<file path="src/hw/rtl/ndts_pkg.sv">
`timescale 1ns / 1ps
`default_nettype none

package ndts_pkg;

    localparam int OFFSET_BITS = 16;
    localparam int OFFSET_EXT_BITS = (OFFSET_BITS > 16) ? OFFSET_BITS : 16;

    localparam logic [7:0] TAG_NULL = 8'h00;
    localparam logic [7:0] TAG_NDEF = 8'h03;
    localparam logic [7:0] TAG_TERMINATOR = 8'hFE;
    localparam logic [7:0] LEN_ESCAPE = 8'hFF;

    localparam logic [OFFSET_BITS-1:0] POS_MAX = {OFFSET_BITS{1'b1}};

    typedef enum logic [1:0] {
        ST_FOUND = 2'd0,
        ST_TERM  = 2'd1,
        ST_TRUNC = 2'd2,
        ST_NONE  = 2'd3
    } status_t;

    typedef enum logic [4:0] {
        PH_TAG    = 5'b00001,
        PH_LEN    = 5'b00010,
        PH_LEN_HI = 5'b00100,
        PH_LEN_LO = 5'b01000,
        PH_VALUE  = 5'b10000
    } phase_t;

    typedef struct packed {
        status_t     scan_status;
        logic [15:0] value_offset;
        logic [15:0] value_length;
    } result_t;

    function automatic logic [OFFSET_BITS-1:0] pos_inc(input logic [OFFSET_BITS-1:0] pos);
        logic [OFFSET_BITS-1:0] r;
        if (pos == POS_MAX)
        begin
            r = pos;
        end
        else
        begin
            r = pos + 1'b1;
        end
        return r;
    endfunction

    function automatic logic [15:0] clamp_offset(input logic [OFFSET_BITS-1:0] pos);
        logic [OFFSET_EXT_BITS-1:0] w;
        logic [15:0] r;
        w = OFFSET_EXT_BITS'(pos);
        if (w > OFFSET_EXT_BITS'(16'hFFFF))
        begin
            r = 16'hFFFF;
        end
        else
        begin
            r = w[15:0];
        end
        return r;
    endfunction

endpackage

`default_nettype wire

</file>
<file path="src/hw/rtl/ndts_in_stage.sv">
`timescale 1ns / 1ps
`default_nettype none

module ndts_in_stage
(
    input  wire logic       clk,
    input  wire logic       rst_n,
    input  wire logic       in_valid,
    output logic            in_stall,
    input  wire logic [7:0] data_byte,
    input  wire logic       last_byte,
    input  wire logic       advance,
    output logic            item_full,
    output logic [7:0]      item_byte,
    output logic            item_last
);
    import ndts_pkg::*;

    logic       full_reg;
    logic       full_next;
    logic [7:0] byte_reg;
    logic [7:0] byte_next;
    logic       last_reg;
    logic       last_next;
    logic       take;

    assign in_stall = full_reg && !advance;
    assign take = in_valid && !in_stall;

    always_comb
    begin
        full_next = take || (full_reg && !advance);
        byte_next = take ? data_byte : byte_reg;
        last_next = take ? last_byte : last_reg;
    end

    always_ff @(posedge clk or negedge rst_n)
    begin
        if (!rst_n)
        begin
            full_reg <= 1'b0;
        end
        else
        begin
            full_reg <= full_next;
        end
    end

    always_ff @(posedge clk)
    begin
        byte_reg <= byte_next;
        last_reg <= last_next;
    end

    assign item_full = full_reg;
    assign item_byte = byte_reg;
    assign item_last = last_reg;

endmodule

`default_nettype wire

</file>
<file path="src/hw/rtl/ndts_core.sv">
`timescale 1ns / 1ps
`default_nettype none

module ndts_core
(
    input  wire logic             clk,
    input  wire logic             rst_n,
    input  wire logic             item_valid,
    input  wire logic [7:0]       item_byte,
    input  wire logic             item_last,
    output logic                  res_valid,
    output ndts_pkg::result_t     res
);
    import ndts_pkg::*;

    phase_t                 phase_reg;
    phase_t                 phase_next;
    logic [OFFSET_BITS-1:0] pos_reg;
    logic [OFFSET_BITS-1:0] pos_next;
    logic                   ndef_reg;
    logic                   ndef_next;
    logic [15:0]            acc_reg;
    logic [15:0]            acc_next;
    logic [15:0]            rem_reg;
    logic [15:0]            rem_next;
    logic [OFFSET_BITS-1:0] vstart_reg;
    logic [OFFSET_BITS-1:0] vstart_next;
    logic                   given_reg;
    logic                   given_next;

    logic                   emit;
    result_t                res_c;
    logic                   len_done;
    logic [15:0]            len_val;
    logic [15:0]            rem_dec;
    logic [OFFSET_BITS-1:0] pos_inc_c;

    assign pos_inc_c = pos_inc(pos_reg);
    assign rem_dec = rem_reg - 16'd1;

    always_comb
    begin
        phase_next = phase_reg;
        pos_next = pos_reg;
        ndef_next = ndef_reg;
        acc_next = acc_reg;
        rem_next = rem_reg;
        vstart_next = vstart_reg;
        given_next = given_reg;
        emit = 1'b0;
        res_c.scan_status = ST_NONE;
        res_c.value_offset = 16'd0;
        res_c.value_length = 16'd0;
        len_done = 1'b0;
        len_val = 16'd0;

        if (item_valid && !given_reg)
        begin
            pos_next = pos_inc_c;
            unique case (phase_reg)
                PH_TAG:
                begin
                    if (item_byte == TAG_NULL)
                    begin
                        if (item_last)
                        begin
                            emit = 1'b1;
                            res_c.scan_status = ST_NONE;
                        end
                    end
                    else if (item_byte == TAG_TERMINATOR)
                    begin
                        emit = 1'b1;
                        res_c.scan_status = ST_TERM;
                    end
                    else
                    begin
                        ndef_next = (item_byte == TAG_NDEF);
                        if (item_last)
                        begin
                            emit = 1'b1;
                            res_c.scan_status = ST_TRUNC;
                        end
                        else
                        begin
                            phase_next = PH_LEN;
                        end
                    end
                end
                PH_LEN:
                begin
                    if (item_byte == LEN_ESCAPE)
                    begin
                        if (item_last)
                        begin
                            emit = 1'b1;
                            res_c.scan_status = ST_TRUNC;
                        end
                        else
                        begin
                            phase_next = PH_LEN_HI;
                        end
                    end
                    else
                    begin
                        len_done = 1'b1;
                        len_val = {8'd0, item_byte};
                    end
                end
                PH_LEN_HI:
                begin
                    acc_next = {item_byte, 8'd0};
                    if (item_last)
                    begin
                        emit = 1'b1;
                        res_c.scan_status = ST_TRUNC;
                    end
                    else
                    begin
                        phase_next = PH_LEN_LO;
                    end
                end
                PH_LEN_LO:
                begin
                    len_done = 1'b1;
                    len_val = {acc_reg[15:8], item_byte};
                end
                PH_VALUE:
                begin
                    rem_next = rem_dec;
                    if (rem_dec == 16'd0)
                    begin
                        if (ndef_reg)
                        begin
                            emit = 1'b1;
                            res_c.scan_status = ST_FOUND;
                            res_c.value_offset = clamp_offset(vstart_reg);
                            res_c.value_length = acc_reg;
                        end
                        else if (item_last)
                        begin
                            emit = 1'b1;
                            res_c.scan_status = ST_NONE;
                        end
                        else
                        begin
                            phase_next = PH_TAG;
                        end
                    end
                    else if (item_last)
                    begin
                        emit = 1'b1;
                        res_c.scan_status = ST_TRUNC;
                    end
                end
                default:
                begin
                    phase_next = PH_TAG;
                    if (item_last)
                    begin
                        emit = 1'b1;
                        res_c.scan_status = ST_NONE;
                    end
                end
            endcase

            if (len_done)
            begin
                acc_next = len_val;
                vstart_next = pos_inc_c;
                if (len_val == 16'd0)
                begin
                    if (ndef_reg)
                    begin
                        emit = 1'b1;
                        res_c.scan_status = ST_FOUND;
                        res_c.value_offset = clamp_offset(pos_inc_c);
                        res_c.value_length = 16'd0;
                    end
                    else if (item_last)
                    begin
                        emit = 1'b1;
                        res_c.scan_status = ST_NONE;
                    end
                    else
                    begin
                        phase_next = PH_TAG;
                    end
                end
                else if (item_last)
                begin
                    emit = 1'b1;
                    res_c.scan_status = ST_TRUNC;
                end
                else
                begin
                    rem_next = len_val;
                    phase_next = PH_VALUE;
                end
            end

            if (emit)
            begin
                given_next = 1'b1;
            end
        end

        // The last byte of a buffer always rearms the scanner for the next one.
        if (item_valid && item_last)
        begin
            phase_next = PH_TAG;
            pos_next = '0;
            ndef_next = 1'b0;
            acc_next = 16'd0;
            rem_next = 16'd0;
            vstart_next = '0;
            given_next = 1'b0;
        end
    end

    always_ff @(posedge clk or negedge rst_n)
    begin
        if (!rst_n)
        begin
            phase_reg <= PH_TAG;
            pos_reg <= '0;
            ndef_reg <= 1'b0;
            acc_reg <= 16'd0;
            rem_reg <= 16'd0;
            vstart_reg <= '0;
            given_reg <= 1'b0;
        end
        else
        begin
            phase_reg <= phase_next;
            pos_reg <= pos_next;
            ndef_reg <= ndef_next;
            acc_reg <= acc_next;
            rem_reg <= rem_next;
            vstart_reg <= vstart_next;
            given_reg <= given_next;
        end
    end

    assign res_valid = emit;
    assign res = res_c;

`ifndef ASSERT_OFF
    a_single_result: assert property (@(posedge clk) disable iff (!rst_n)
        emit |-> (item_valid && !given_reg))
        else $error("Second result produced for one buffer.");

    a_rearm: assert property (@(posedge clk) disable iff (!rst_n)
        (item_valid && item_last) |=> (!given_reg && pos_reg == '0 && phase_reg == PH_TAG))
        else $error("Scanner not rearmed after the last byte.");

    a_zero_fields: assert property (@(posedge clk) disable iff (!rst_n)
        (emit && res_c.scan_status != ST_FOUND) |->
            (res_c.value_offset == 16'd0 && res_c.value_length == 16'd0))
        else $error("Non-NDEF result carries offset or length.");
`endif

endmodule

`default_nettype wire

</file>
<file path="src/hw/rtl/ndts_out_buf.sv">
`timescale 1ns / 1ps
`default_nettype none

module ndts_out_buf
(
    input  wire logic               clk,
    input  wire logic               rst_n,
    input  wire logic               push,
    input  wire ndts_pkg::result_t  push_data,
    output logic                    full,
    output logic                    out_valid,
    input  wire logic               out_stall,
    output logic [1:0]              scan_status,
    output logic [15:0]             value_offset,
    output logic [15:0]             value_length
);
    import ndts_pkg::*;

    logic [1:0] count_reg;
    logic [1:0] count_next;
    result_t    head_reg;
    result_t    head_next;
    result_t    spare_reg;
    result_t    spare_next;
    logic       pop;

    assign pop = (count_reg != 2'd0) && !out_stall;

    always_comb
    begin
        head_next = head_reg;
        spare_next = spare_reg;
        count_next = count_reg;
        if (pop && count_reg == 2'd2)
        begin
            head_next = spare_reg;
        end
        if (push)
        begin
            if (count_reg == 2'd0 || (count_reg == 2'd1 && pop))
            begin
                head_next = push_data;
            end
            else
            begin
                spare_next = push_data;
            end
        end
        case ({push, pop})
            2'b10:   count_next = count_reg + 2'd1;
            2'b01:   count_next = count_reg - 2'd1;
            default: count_next = count_reg;
        endcase
    end

    always_ff @(posedge clk or negedge rst_n)
    begin
        if (!rst_n)
        begin
            count_reg <= 2'd0;
        end
        else
        begin
            count_reg <= count_next;
        end
    end

    always_ff @(posedge clk)
    begin
        head_reg <= head_next;
        spare_reg <= spare_next;
    end

    assign full = (count_reg == 2'd2);
    assign out_valid = (count_reg != 2'd0);
    assign scan_status = head_reg.scan_status;
    assign value_offset = head_reg.value_offset;
    assign value_length = head_reg.value_length;

`ifndef ASSERT_OFF
    a_count_range: assert property (@(posedge clk) disable iff (!rst_n)
        count_reg != 2'd3)
        else $error("Output buffer count out of range.");

    a_no_overflow: assert property (@(posedge clk) disable iff (!rst_n)
        push |-> count_reg != 2'd2)
        else $error("Push into a full output buffer.");

    a_stalled_hold: assert property (@(posedge clk) disable iff (!rst_n)
        (out_valid && out_stall) |=> (out_valid && $stable(head_reg)))
        else $error("Stalled output transaction changed.");
`endif

endmodule

`default_nettype wire

</file>
<file path="src/hw/rtl/ndef_tlv_scanner_top.sv">
`timescale 1ns / 1ps
`default_nettype none

// Channel   Handshake                 Payload
// input     in_valid / in_stall       data_byte, last_byte
// output    out_valid / out_stall     scan_status, value_offset, value_length
//
// One byte is taken every cycle while in_stall is low.
// The input register feeds the scan logic, which writes a two-entry output buffer.
// Input stalls only when that output buffer is full and the input register holds a byte.
// Reset clears the scan state, so the first byte after reset starts a new buffer.
// Each buffer produces exactly one transaction on the output.

module ndef_tlv_scanner_top
(
    input  wire logic        clk,
    input  wire logic        rst_n,
    input  wire logic        in_valid,
    output logic             in_stall,
    input  wire logic [7:0]  data_byte,
    input  wire logic        last_byte,
    output logic             out_valid,
    input  wire logic        out_stall,
    output logic [1:0]       scan_status,
    output logic [15:0]      value_offset,
    output logic [15:0]      value_length
);
    import ndts_pkg::*;

    logic        item_full;
    logic [7:0]  item_byte;
    logic        item_last;
    logic        advance;
    logic        res_valid;
    result_t     res;
    logic        buf_full;

    assign advance = item_full && !buf_full;

    ndts_in_stage u_in_stage
    (
        .clk       (clk),
        .rst_n     (rst_n),
        .in_valid  (in_valid),
        .in_stall  (in_stall),
        .data_byte (data_byte),
        .last_byte (last_byte),
        .advance   (advance),
        .item_full (item_full),
        .item_byte (item_byte),
        .item_last (item_last)
    );

    ndts_core u_core
    (
        .clk        (clk),
        .rst_n      (rst_n),
        .item_valid (advance),
        .item_byte  (item_byte),
        .item_last  (item_last),
        .res_valid  (res_valid),
        .res        (res)
    );

    ndts_out_buf u_out_buf
    (
        .clk          (clk),
        .rst_n        (rst_n),
        .push         (res_valid),
        .push_data    (res),
        .full         (buf_full),
        .out_valid    (out_valid),
        .out_stall    (out_stall),
        .scan_status  (scan_status),
        .value_offset (value_offset),
        .value_length (value_length)
    );

endmodule

`default_nettype wire
</file>
<file path="config.mk">
export PLATFORM = sky130hd
export DESIGN_NAME = ndef_tlv_scanner_top
export DESIGN_NICKNAME = d
export VERILOG_FILES = /design/src/hw/rtl/ndts_pkg.sv /design/src/hw/rtl/ndts_in_stage.sv /design/src/hw/rtl/ndts_core.sv /design/src/hw/rtl/ndts_out_buf.sv /design/src/hw/rtl/ndef_tlv_scanner_top.sv
export SDC_FILE = /design/constraint.sdc
export NUM_CORES = 1
export LEC_CHECK = 0
export BUFFER_PORTS_ARGS = -buffer_cell sky130_fd_sc_hd__clkbuf_2
export CAP_MARGIN = 20
export CELL_PAD_IN_SITES_DETAIL_PLACEMENT = 0
export CELL_PAD_IN_SITES_GLOBAL_PLACEMENT = 1
export CORE_ASPECT_RATIO = 1.5
export CORE_MARGIN = 2
export CORE_UTILIZATION = 49
export DETAILED_ROUTE_END_ITERATION = 7
export PLACE_DENSITY = 0.82
export REMOVE_ABC_BUFFERS = 1
export SLEW_MARGIN = 10
export SYNTH_ARGS = -nofsm -noshare
export SYNTH_HDL_FRONTEND = slang
export SYNTH_HIERARCHICAL = 1
export SYNTH_SLANG_ARGS = --single-unit
</file>
<file path="constraint.sdc">
create_clock -name clk -period 6.85 [get_ports clk]
set_input_delay 0.685 -clock clk [delete_from_list [all_inputs] [get_ports clk]]
set_output_delay 0.685 -clock clk [all_outputs]
set_load 0.01 [all_outputs]
</file>
* Word-level counts from Yosys, hierarchy flattened *
Index checks and enable logic that the tools add are counted.

word-level totals
  output and inout bits = 36
  input bits = 13
  word-level logic and storage cells = 154
  bits in registers = 151

operators by class
  $add $sub $neg = 4
  eq/ne operators = 15
  bitwise logic cells = 1
  reductions and logical operators = 31
  mux-type cells = 84
  $lt $le $gt $ge = 2

operators with widths
  kind                     count
  $mux W16                 19
  $mux W34                 5
  $mux W32                 5
  $mux W5                  16
  $gt A16 B16 Y1 const B   2
  $logic_not A16 Y1        2
  $pmux W16 S2             1
  $pmux W5 S5              1
  $mux W1                  24
  $add A16 B1 Y16 const B  1
  $eq A16 B16 Y1 const B   1
  $eq A8 B8 Y1 const B     2
  $mux W2                  8
  $sub A16 B1 Y16 const B  1
  $reduce_bool A2 Y1       6
  $eq A8 B2 Y1 const B     1
  $logic_and A1 B1 Y1      8
  $logic_not A8 Y1         1
  $mux W8                  1
  $pmux W2 S4              1
  $reduce_and A2 Y1        4
  $eq A5 B1 Y1 const B     1
  $eq A5 B2 Y1 const B     1
  $eq A5 B3 Y1 const B     1
  other kinds (16)         24

* Depth between registers and ports, before layout *
Gate-level depths: netlist of run 1.

  depth after elaboration = 12
  gate-level depth with buffers = 13
  depth with buffers taken out = 11

* Cells and area by module *
Netlist of run 1, hierarchy kept.

modules (own cells, without submodules)
  module                seq. area each (um2)  area each (um2)  instances  cells each
  ndts_core             1778.0                4366.7           1          503
  ndts_out_buf          1751.7                2728.9           1          163
  ndts_in_stage         295.3                 327.8            1          14
  ndef_tlv_scanner_top  0.0                   13.8             1          1

* Worst setup path before layout of run 1 *
Ideal clock, no wire load.

  path kind = register -> register
  start = register u_core.rem_reg[1]
  end = register u_out_buf/spare_reg[0] in the netlist's numbering (enable)
  data arrival time = 5.097 ns
  cell stages (with the launch flop) = 12
  path slack = 1.279 ns
  cells stage by stage = dfrtp_1 > clkbuf_1 > inv_1 > ha_1 > or3b_1 > nor4b_1 > a211oi_1 > nor4_1 > a21oi_1 > o21a_1 > nor2_1 > nor3b_1

between the ends
  cells in the longest elaborated chain, start to end = 11

RTL lines
  item                                    RTL line                            source
  from (decl)                             ndts_core.sv:24                     logic [15:0] rem_reg;
  from (signal assigned)                  ndts_core.sv:239                    rem_reg <= rem_next;
  $sub A16 B1 Y16 (*)                     ndts_core.sv:39                     assign rem_dec = rem_reg - 16'd1;
  $logic_not A16 Y1 (*)                   ndts_core.sv:131                    if (rem_dec == 16'd0)
  $mux W1 (*)                             ndts_core.sv:131
  $pmux W1 S4 (*)                         ndts_core.sv:60                     unique case (phase_reg)
  $mux W1                                 ndts_core.sv:180, ndts_core.sv:190
  $mux W1                                 ndts_core.sv:173                    if (ndef_reg)
  $mux W1                                 ndts_core.sv:171                    if (len_val == 16'd0)
  $mux W1 (*)                             ndts_core.sv:167                    if (len_done)
  $mux W1 (*) (2 in a row)                ndts_core.sv:57                     if (item_valid && !given_reg)
  via res_valid                           ndef_tlv_scanner_top.sv:34          logic res_valid;
  $reduce_and A2 Y1 (no source line) (*)  n/a
  to (signal assigned)                    ndts_out_buf.sv:71                  spare_reg <= spare_next;
  to (decl)                               ndts_out_buf.sv:23                  result_t spare_reg;

Mark *: on every way through the listed nets, which the timed path passes. The rest lies on a longest branch. The select of a mux whose other input is x is not followed.
A chain may end at the register's enable or synchronous reset.

* Worst setup path after layout of run 1 *
  start = register u_core.rem_reg[0]
  end = register u_out_buf/spare_reg[32] in the netlist's numbering (enable)

The elaborated chain is that of the path after synthesis.

==> run_results.csv, run 1 <==
group,metric,value,unit
run_status,status,"finished clean",
logic_synthesis,ys_async_sr_fraction,0.4901,
clock_tree,ctsHtreeMaxLevel,4,
sta,worst_slack,2.683,ns
placed_design,dp_slack,2.787,ns
logic_synthesis,ys_warn_count,6,
pwr,internal_power,1.988,mW
clock_tree,clk_pin_slew_worst_paths,0.07,ns
pwr,power.share.switching,0.3272,
worst_setup_path,timing.critical_path.fanout_max,34,
grt,antenna_violations_before_repair,0,
worst_setup_path,worst_ep_arrival_time,4.22,ns
detailed_routing,drtIter0Drc,351,
pwr,combPwrFrac,0.273,
final_layout,fillerInstances,1313,
final_layout,antennaDiodeCount,0,
pwr,power.static_leakage,3.551,nW
grt,grt_use_met1,0.2541,
detailed_routing,post_drt_via_cell_ratio,5.935,
logic_synthesis,synth.avg_cell_area,10.92,µm²
logic_synthesis,seq_area_frac_synth,0.5143,
final_layout,most_frequent_cells_in_the_layout,"dfrtp_1 (73), nand2_1 (63), mux2_2 (63)",
logic_synthesis,synth_cell_types,73,
final_layout,areaGrowthSynthToFinish,13.73,%
grt,grtUsageTotal,0.2263,
final_layout,largest_register_ffs,34,
sta,clock_skew,0.01049,ns
worst_setup_path,worst-setup-path-type,"register to register",
die,fp.dieH,154.9,µm
clock_tree,cts-resized-gates,0,
detailed_routing,vias,5549,
grt,grt.met2_usage,0.4155,
logic_synthesis,post_synth_inst_count,681,
grt,most_used_layer_global_route,"met2",
worst_setup_path,crit_required,6.91,ns
final_layout,fin_nets,742,
logic_synthesis,dominantRegCellSynth,"dfrtp_1",
detailed_routing,remaining_drc_errors,0,
pwr,vdd_ir_drop_max,0.0001720,V
grt,met3_usage,0.03980,
die,placement_rows,55,
sta,tns,0,ns
worst_setup_path,worst_setup_path_start_kind,"register",
clock_tree,setup_buffers_after_cts,0,
pwr,power_switching,0.9669,mW
detailed_routing,detail_route.first_pass.iterations,5,
sta,final_min_period_over_clock_period,0.6083,
sta,finalMaxSlewViolations,0,
die,floorplan.die.width,104.6,µm
clock_tree,clockBufferDepth,2,
flow_run,cap_viol_max_count,0,
logic_synthesis,ys_ff_latch,151,
final_layout,mostFrequentLayoutCell,"dfrtp_1",
grt,grt_pass1_wl,29100,µm
final_layout,fraction_of_layout_instances_using_a_drive_strength_above_1,0.2255,
logic_synthesis,syn-cell-area,7437,µm²
die,initial_core_util,0.4957,
clock_tree,cts_tree,"done",
sta,maxSlewHeadroom,0.3330,
sta,worst_slew_pin_slew,1.001,ns
die,ios,49,
detailed_routing,routedWlPerCell,19.00,µm
sta,setup-violations-final,0,
placed_design,routabilityCongestion,0.9366,
detailed_routing,routed_wirelength,17760,µm
worst_setup_path,sort_of_element_at_the_end_of_the_critical_path,"register",
die,design.core.area,15000,µm²
sta,hold_fails_final_rpt,0,
die,floorplan.die_area,16200,µm²
pwr,totalPowerFinal,2.955,mW
grt,maximum_number_of_pins_on_one_net_before_global_route_repair,75,
clock_tree,root_buffer,"clkbuf_16",
pwr,power-per-cell-area,349.3,nW/µm²
clock_tree,cts_sinks,151,
sta,post-route-min-period,4.167,ns
clock_tree,cts.hold.buffers_added,0,
detailed_routing,detail-route-antenna-nets,0,
sta,max_freq,0.2400,GHz
pwr,power.share.clock,0.335,
clock_tree,cts-buffers-inserted,17,
clock_tree,clkLatencyLatePin,0.42,ns
worst_hold_path,worst_hold_path_type,"input port to register",
grt,global_route.overflow_total,0,
logic_synthesis,synth-edff-count,43,
placed_design,place.detailed.hpwl,12410,µm
placed_design,place.port_buffers,48,
pwr,seqPwrFrac,0.392,
grt,vias_in_the_first_global_route,5713,
sta,rsz0062_at_grt,"no",
[power by group through the flow]
stage | logic, mW | clock network (mW) | registers (mW)
2_1_floorplan | 0.503 | 0 | 1.18
3_3_place_gp | 0.772 | 0 | 1.17
3_5_place_dp | 0.805 | 0 | 1.18
4_1_cts | 0.809 | 1.00 | 1.16
5_1_grt | 0.877 | 1.05 | 1.18
6_report | 0.806 | 0.990 | 1.16
[critical path: stages (launching register included)]
cell and delay, ns:
dfrtp_1 0.47, inv_1 0.14, ha_1 0.23, or3b_1 0.41, nor4b_1 0.33, a211oi_1 0.12
nor4_1 0.69, a21oi_1 0.17, o21a_1 0.20, nor2_1 0.35, nor3b_2 0.24, buf_4 0.42
[cells by family (layout without fill, tap and decap cells)]
family / after synthesis / after routing / synth area share
AND/OR/NAND/NOR: 217 / 217 / 0.1556
flip-flops: 151 / 151 / 0.5143
buffers and inverters: 45 / 100 / 0.03314
XOR/XNOR: 15 / 15 / 0.01767
multiplexers: 74 / 74 / 0.1110
AO/OA/AOI/OAI: 173 / 173 / 0.1581
adder cells (fa/ha/maj): 6 / 6 / 0.01009
[cells in the mapped netlist (19+ instances only)]
library cell	count	share of area
o21ai_0	57	0.038
dfxtp_1	34	0.092
edfxtp_1	43	0.17
nand2_1	63	0.032
a22o_1	21	0.025
mux2_2	63	0.095
a21oi_1	21	0.014
and2_1	19	0.016
nand3_1	21	0.014
clkbuf_1	21	0.011
nor2_1	36	0.018
dfrtp_1	73	0.25
[per-layer routing]
layer | vias to the layer above | routed length [µm] | share of wire
met5 | - | 0 | 0
met4 | 0 | 605 | 0.034
met3 | 47 | 637 | 0.036
met2 | 164 | 9429 | 0.53
met1 | 2714 | 7090 | 0.40
li1 | 2624 | - | -
[final timing paths]
check | startpoint | endpoint | slack [ns] | depth (start not counted)
worst max register to register | u_core/rem_reg[0] | u_out_buf/spare_reg[32] | 2.68 | 11
min in group asynchronous | rst_n | u_core/phase_reg[2] | 0.48 | 2
worst min-delay path | data_byte[7] | u_in_stage/item_byte[7] | 0.44 | 1
worst max-delay path | u_core/rem_reg[0] | u_out_buf/spare_reg[32] | 2.68 | 11
worst min register to register | u_core/vstart_reg[3] | u_core/vstart_reg[3] | 0.48 | 2
max in group asynchronous | rst_n | u_core/vstart_reg[1] | 5.69 | 2
[per-stage QoR]
| stage | hold slack, ns | cell area, µm² | util | std cells |
|---|---|---|---|---|
| finish | 0.4374 | 8458 | 0.5638 | 935 |
| global route | 0.4249 | 8458 | 0.5638 | 935 |
| CTS | 0.4290 | 8457 | 0.5637 | 935 |
| detailed placement | 0.4618 | 7825 | 0.5216 | 903 |
| global placement | 0.4620 | 7790 | 0.5193 | 901 |
| floorplan | 0.3894 | 7228 | - | 646 |
[cell type report]
class | count | area (µm²) | area share
sequential | 151 | 3825 | 0.4522
tap | 199 | 249.0 | 0.02944
clock buffer | 17 | 425.4 | 0.05030
clock inverter | 15 | 206.4 | 0.02441
multi-input combinational | 485 | 3379 | 0.3996
timing repair buffer | 58 | 335.3 | 0.03965
inverter | 10 | 37.54 | 0.004438
(Power assumes the default switching activity.)
==> run 2: changes to the inputs <==
==> constraint.sdc (replaced) <==
create_clock -name clk -period 4 [get_ports clk]
set_input_delay 0.4 -clock clk [delete_from_list [all_inputs] [get_ports clk]]
set_output_delay 0.4 -clock clk [all_outputs]
set_load 0.01 [all_outputs]
==> run_results.csv, run 2 (same netlist as run 1, synthesis figures left out) <==
group,metric,value,unit
final_layout,fin_nets,753,
sta,tns,0,ns
pwr,combPwrFrac,0.282,
clock_tree,cts-resized-gates,0,
placed_design,place.port_buffers,48,
die,fp.dieH,154.9,µm
clock_tree,clockBufferDepth,2,
pwr,seqPwrFrac,0.389,
sta,worst_slew_pin_slew,0.7142,ns
final_layout,final_core_util,0.5701,
sta,maxSlewHeadroom,0.5199,
sta,holdWs,0.003552,ns
worst_setup_path,ff2ff_path_depth,13,
flow_run,cap_viol_max_count,0,
detailed_routing,vias,5603,
pwr,power.share.clock,0.329,
detailed_routing,remaining_drc_errors,0,
sta,rsz0062_at_grt,"no",
die,placement_rows,55,
final_layout,fillerInstances,1297,
sta,max_freq,0.2884,GHz
grt,global_route.overflow_total,0,
worst_setup_path,sort_of_element_at_the_end_of_the_critical_path,"register",
clock_tree,cts_tree,"done",
pwr,vdd_ir_drop_max,0.0003386,V
final_layout,antennaDiodeCount,0,
grt,vias_in_the_first_global_route,5812,
worst_setup_path,ff2ff_setup_slack,0.53,ns
sta,hold_fails_final_rpt,0,
clock_tree,root_buffer,"clkbuf_16",
clock_tree,ctsHtreeMaxLevel,4,
final_layout,fraction_of_layout_instances_using_a_drive_strength_above_1,0.2356,
detailed_routing,routed_wirelength,18090,µm
pwr,power_switching,1.696,mW
pwr,power-per-cell-area,594.1,nW/µm²
pwr,internal_power,3.385,mW
clock_tree,setup_buffers_after_cts,0,
final_layout,largest_register_ffs,34,
die,design.core.area,15000,µm²
worst_setup_path,timing.critical_path.fanout_max,34,
final_layout,area.sequential,3825,µm²
detailed_routing,post_drt_via_cell_ratio,5.923,
worst_setup_path,worst_ep_arrival_time,3.58,ns
detailed_routing,drtIter0Drc,397,
pwr,power.share.switching,0.3338,
grt,maximum_number_of_pins_on_one_net_before_global_route_repair,49,
clock_tree,clk_pin_slew_worst_paths,0.07,ns
final_layout,areaGrowthSynthToFinish,14.99,%
final_layout,mostFrequentLayoutCell,"dfrtp_1",
grt,grtUsageTotal,0.2323,
detailed_routing,detail-route-antenna-nets,0,
worst_setup_path,crit_required,4.11,ns
clock_tree,clkLatencyLatePin,0.43,ns
grt,antenna_violations_before_repair,0,
die,floorplan.die.width,104.6,µm
run_status,status,"finished clean",
detailed_routing,routedWlPerCell,19.13,µm
pwr,power.static_leakage,3.602,nW
worst_setup_path,worst-setup-path-type,"register to register",
placed_design,routabilityCongestion,0.9378,
worst_setup_path,worst_setup_path_start_kind,"register",
clock_tree,cts-buffers-inserted,17,
worst_hold_path,worst_hold_path_type,"input port to async pin",
die,ios,49,
die,floorplan.die_area,16200,µm²
sta,clock_skew,0.01578,ns
die,initial_core_util,0.4957,
sta,setup-violations-final,0,
sta,post-route-min-period,3.467,ns
final_layout,footprint_of_the_multi_input_gates,3378,µm²
final_layout,most_frequent_cells_in_the_layout,"dfrtp_1 (73), nand2_1 (63), mux2_2 (63)",
sta,finalMaxSlewViolations,0,
clock_tree,cts_sinks,151,
sta,final_min_period_over_clock_period,0.8668,
grt,grt_pass1_wl,29580,µm
placed_design,place.detailed.hpwl,13110,µm
detailed_routing,detail_route.first_pass.iterations,5,
clock_tree,cts.hold.buffers_added,0,
run 2: worst paths after layout:
check | endpoint | from
setup / recovery | u_out_buf/spare_reg[9] | u_core/rem_reg[0]
hold / removal | u_core/phase_reg[1] | rst_n
setup reg to reg | u_out_buf/spare_reg[9] | u_core/rem_reg[0]
hold reg to reg | u_core/vstart_reg[15] | u_core/vstart_reg[15]
max in group asynchronous | u_core/rem_reg[13] | rst_n
min in group clk | u_in_stage/item_byte[7] | data_byte[7]
run 2: power groups by stage:
stage | clock (mW) | combinational [mW] | sequential, mW
finish | 1.67 | 1.43 | 1.98
CTS | 1.70 | 1.43 | 1.98
global route | 1.76 | 1.56 | 2.01
global placement | 0 | 1.37 | 1.99
detailed placement | 0 | 1.42 | 2.01
floorplan | 0 | 0.861 | 2.02
run 2: metrics by stage:
step	setup slack [ns]	area [µm²]	power (mW)	instances
2_1_floorplan	-1.647	7228	2.884	646
3_3_place_gp	0.6818	7878	3.362	911
3_5_place_dp	0.5405	7913	3.429	913
4_1_cts	0.5262	8544	5.105	945
5_1_grt	0.2433	8552	5.329	946
6_report	0.5327	8552	5.081	946
run 2: metal layers:
metal  part of all wire  global-route usage  vias to the layer above
li1                   -                   -                     2643
met1               0.39              0.2596                     2700
met2               0.52              0.4195                      201
met3              0.041             0.03477                       59
met4              0.047              0.1340                        0
met5                  0                   0                        -
run 2: area by class of cell:
| cell class | count | area share |
|---|---|---|
| inverter | 10 | 0.004389 |
| clock buffer | 17 | 0.04974 |
| clock inverter | 15 | 0.02414 |
| tap | 199 | 0.02911 |
| sequential | 151 | 0.4473 |
| timing repair buffer | 69 | 0.05033 |
| multi-input combinational | 485 | 0.3950 |
run 2: worst max-delay path: stages (launching register included):
cell and delay (ns):
dfrtp_1 0.46, inv_1 0.14, ha_1 0.26, or3b_1 0.40, nor4b_1 0.27, a211oi_1 0.11
nor4_1 0.30, buf_4 0.18, a21oi_1 0.07, o21a_1 0.20, nor2_1 0.09, buf_4 0.16
nor3b_2 0.24, buf_12 0.25
==> run 3: changes to the inputs <==
--- a/config.mk
+++ b/config.mk
@@ -14,7 +14,6 @@
 export CORE_UTILIZATION = 49
 export DETAILED_ROUTE_END_ITERATION = 7
 export PLACE_DENSITY = 0.82
-export REMOVE_ABC_BUFFERS = 1
 export SLEW_MARGIN = 10
 export SYNTH_ARGS = -nofsm -noshare
 export SYNTH_HDL_FRONTEND = slang
==> run_results.csv, run 3 (same netlist as run 1, synthesis figures left out) <==
group,metric,value,unit
pwr,power-per-cell-area,583.9,nW/µm²
detailed_routing,routedWlPerCell,18.85,µm
final_layout,largest_register_ffs,34,
final_layout,mostFrequentLayoutCell,"dfrtp_1",
worst_setup_path,slowest_delay,0.46,ns
placed_design,place.detailed.hpwl,12670,µm
flow_run,cap_viol_max_count,0,
worst_setup_path,rr_endpoint,"u_out_buf/spare_reg[17]",
clock_tree,clkLatencyLatePin,0.42,ns
detailed_routing,routed_wirelength,17800,µm
worst_setup_path,critical_path.top_delay_family,"simple AND/OR/NAND/NOR gates",
worst_setup_path,worst_setup_path_start_kind,"register",
die,design.core.area,15000,µm²
worst_setup_path,sort_of_element_at_the_end_of_the_critical_path,"register",
sta,worst_slew_pin_slew,1.051,ns
final_layout,fraction_of_layout_instances_using_a_drive_strength_above_1,0.2322,
die,ios,49,
pwr,power_switching,1.656,mW
placed_design,dpl.cell_count,912,
worst_setup_path,regToRegStartpoint,"u_core/rem_reg[0]",
sta,tns,0,ns
detailed_routing,detail-route-antenna-nets,0,
worst_setup_path,path_cells,"inv_1 > ha_1 > or3b_1 > nor4b_1 > a211oi_1 > nor4_1 > buf_4 > a21oi_1 > o21a_1 > nor2_1 > nor3b_4 > buf_12",
final_layout,design_area,8479,µm²
clock_tree,cts-buffers-inserted,17,
worst_setup_path,timing.critical_path.fanout_max,34,
grt,global_route.overflow_total,0,
clock_tree,cts_tree,"done",
logic_synthesis,synth.net_count,700,
final_layout,final_core_util,0.5652,
placed_design,routabilityCongestion,0.9681,
die,placement_rows,55,
clock_tree,cts_sinks,151,
final_layout,most_frequent_cells_in_the_layout,"dfrtp_1 (73), nand2_1 (63), mux2_2 (63)",
worst_setup_path,timing.critical_path.buf_inv,3,
pwr,combPwrFrac,0.282,
sta,final_min_period_over_clock_period,0.8893,
pwr,power.static_leakage,3.569,nW
clock_tree,clk_pin_slew_worst_paths,0.07,ns
pwr,power.share.clock,0.318,
sta,maxSlewHeadroom,0.2979,
pwr,internal_power,3.295,mW
final_layout,fin_cells,944,
pwr,seqPwrFrac,0.400,
sta,setup-violations-final,0,
sta,finalMaxSlewViolations,0,
clock_tree,ctsHtreeMaxLevel,4,
worst_setup_path,ff2ff_setup_slack,0.44,ns
detailed_routing,post_drt_via_cell_ratio,5.941,
worst_setup_path,worst_ep_arrival_time,3.67,ns
worst_setup_path,timing.critical_path.slowest_stage_cell,"dfrtp_1",
worst_setup_path,crit_required,4.11,ns
die,initial_core_util,0.4957,
die,fp.dieH,154.9,µm
clock_tree,setup_buffers_after_cts,0,
die,floorplan.die_area,16200,µm²
final_layout,areaGrowthSynthToFinish,14.01,%
worst_hold_path,worst_hold_path_type,"input port to async pin",
sta,clock_skew,0.01234,ns
clock_tree,cts.hold.buffers_added,0,
die,floorplan.die.width,104.6,µm
final_layout,fin_nets,751,
worst_setup_path,timing.critical_path.depth,12,
placed_design,post_place_instance_area,7896,µm²
grt,maximum_number_of_pins_on_one_net_before_global_route_repair,44,
sta,hold_fails_final_rpt,0,
clock_tree,cts-resized-gates,0,
grt,antenna_violations_before_repair,0,
grt,grtUsageTotal,0.2282,
sta,post-route-min-period,3.557,ns
worst_setup_path,ff2ff_path_depth,12,
final_layout,antennaDiodeCount,0,
grt,vias_in_the_first_global_route,5689,
detailed_routing,remaining_drc_errors,0,
pwr,vdd_ir_drop_max,0.0003443,V
clock_tree,clockBufferDepth,2,
grt,grt_pass1_wl,29470,µm
pwr,power.share.switching,0.3346,
clock_tree,root_buffer,"clkbuf_16",
detailed_routing,drtIter0Drc,388,
detailed_routing,vias,5608,
sta,rsz0062_at_grt,"no",
detailed_routing,detail_route.first_pass.iterations,5,
worst_setup_path,worst-setup-path-type,"register to register",
sta,max_freq,0.2811,GHz
placed_design,place.port_buffers,48,
run_status,status,"finished clean",
run 3: changes by cell type in the layout (fill, tap and decap cells not counted), sizes merged:
cell	before	now
buf	22	20
inv	16	17
bufinv	2	1
run 3: cell type report:
class / count / area (µm²)
timing repair buffer: 67 / 407.9
multi-input combinational: 485 / 3377
sequential: 151 / 3825
fill: 1305 / 6523
clock buffer: 17 / 425.4
clock inverter: 15 / 157.7
inverter: 10 / 37.54
tap: 199 / 249.0
run 3: power by group through the flow:
stage / combinational [mW] / clock [mW] / sequential (mW)
after floorplan: 0.949 / 0 / 2.00
after global placement: 1.36 / 0 / 2.00
after detailed placement: 1.39 / 0 / 2.01
after CTS: 1.40 / 1.61 / 1.98
after global routing: 1.53 / 1.68 / 2.00
final: 1.40 / 1.57 / 1.98
run 3: layer usage:
metal,part of all wire,up-vias,global-route usage
li1,-,2651,-
met1,0.42,2757,0.2809
met2,0.51,154,0.3987
met3,0.041,46,0.04399
met4,0.028,0,0.08444
met5,0,-,0
run 3: stage by stage:
stage	setup WS (ns)	hold slack, ns	total power, mW
5_1_grt	0.1485	0.09063	5.211
4_1_cts	0.4658	0.07354	4.991
6_report	0.4428	0.03979	4.951
2_1_floorplan	0.06793	0.1044	2.953
3_5_place_dp	0.4804	0.4650	3.405
3_3_place_gp	0.5479	0.4620	3.356
run 3: worst max path at each step:
stage	from	end	slack (ns)
global placement	u_core/rem_reg[0]	u_out_buf/spare_reg[31]	0.55
floorplan	u_core/rem_reg[1]	u_out_buf/spare_reg[0]	0.07
global route	u_core/rem_reg[0]	u_out_buf/spare_reg[17]	0.15
CTS	u_core/rem_reg[0]	u_out_buf/spare_reg[17]	0.47
detailed placement	u_core/rem_reg[0]	u_out_buf/spare_reg[21]	0.48
finish	u_core/rem_reg[0]	u_out_buf/spare_reg[17]	0.44
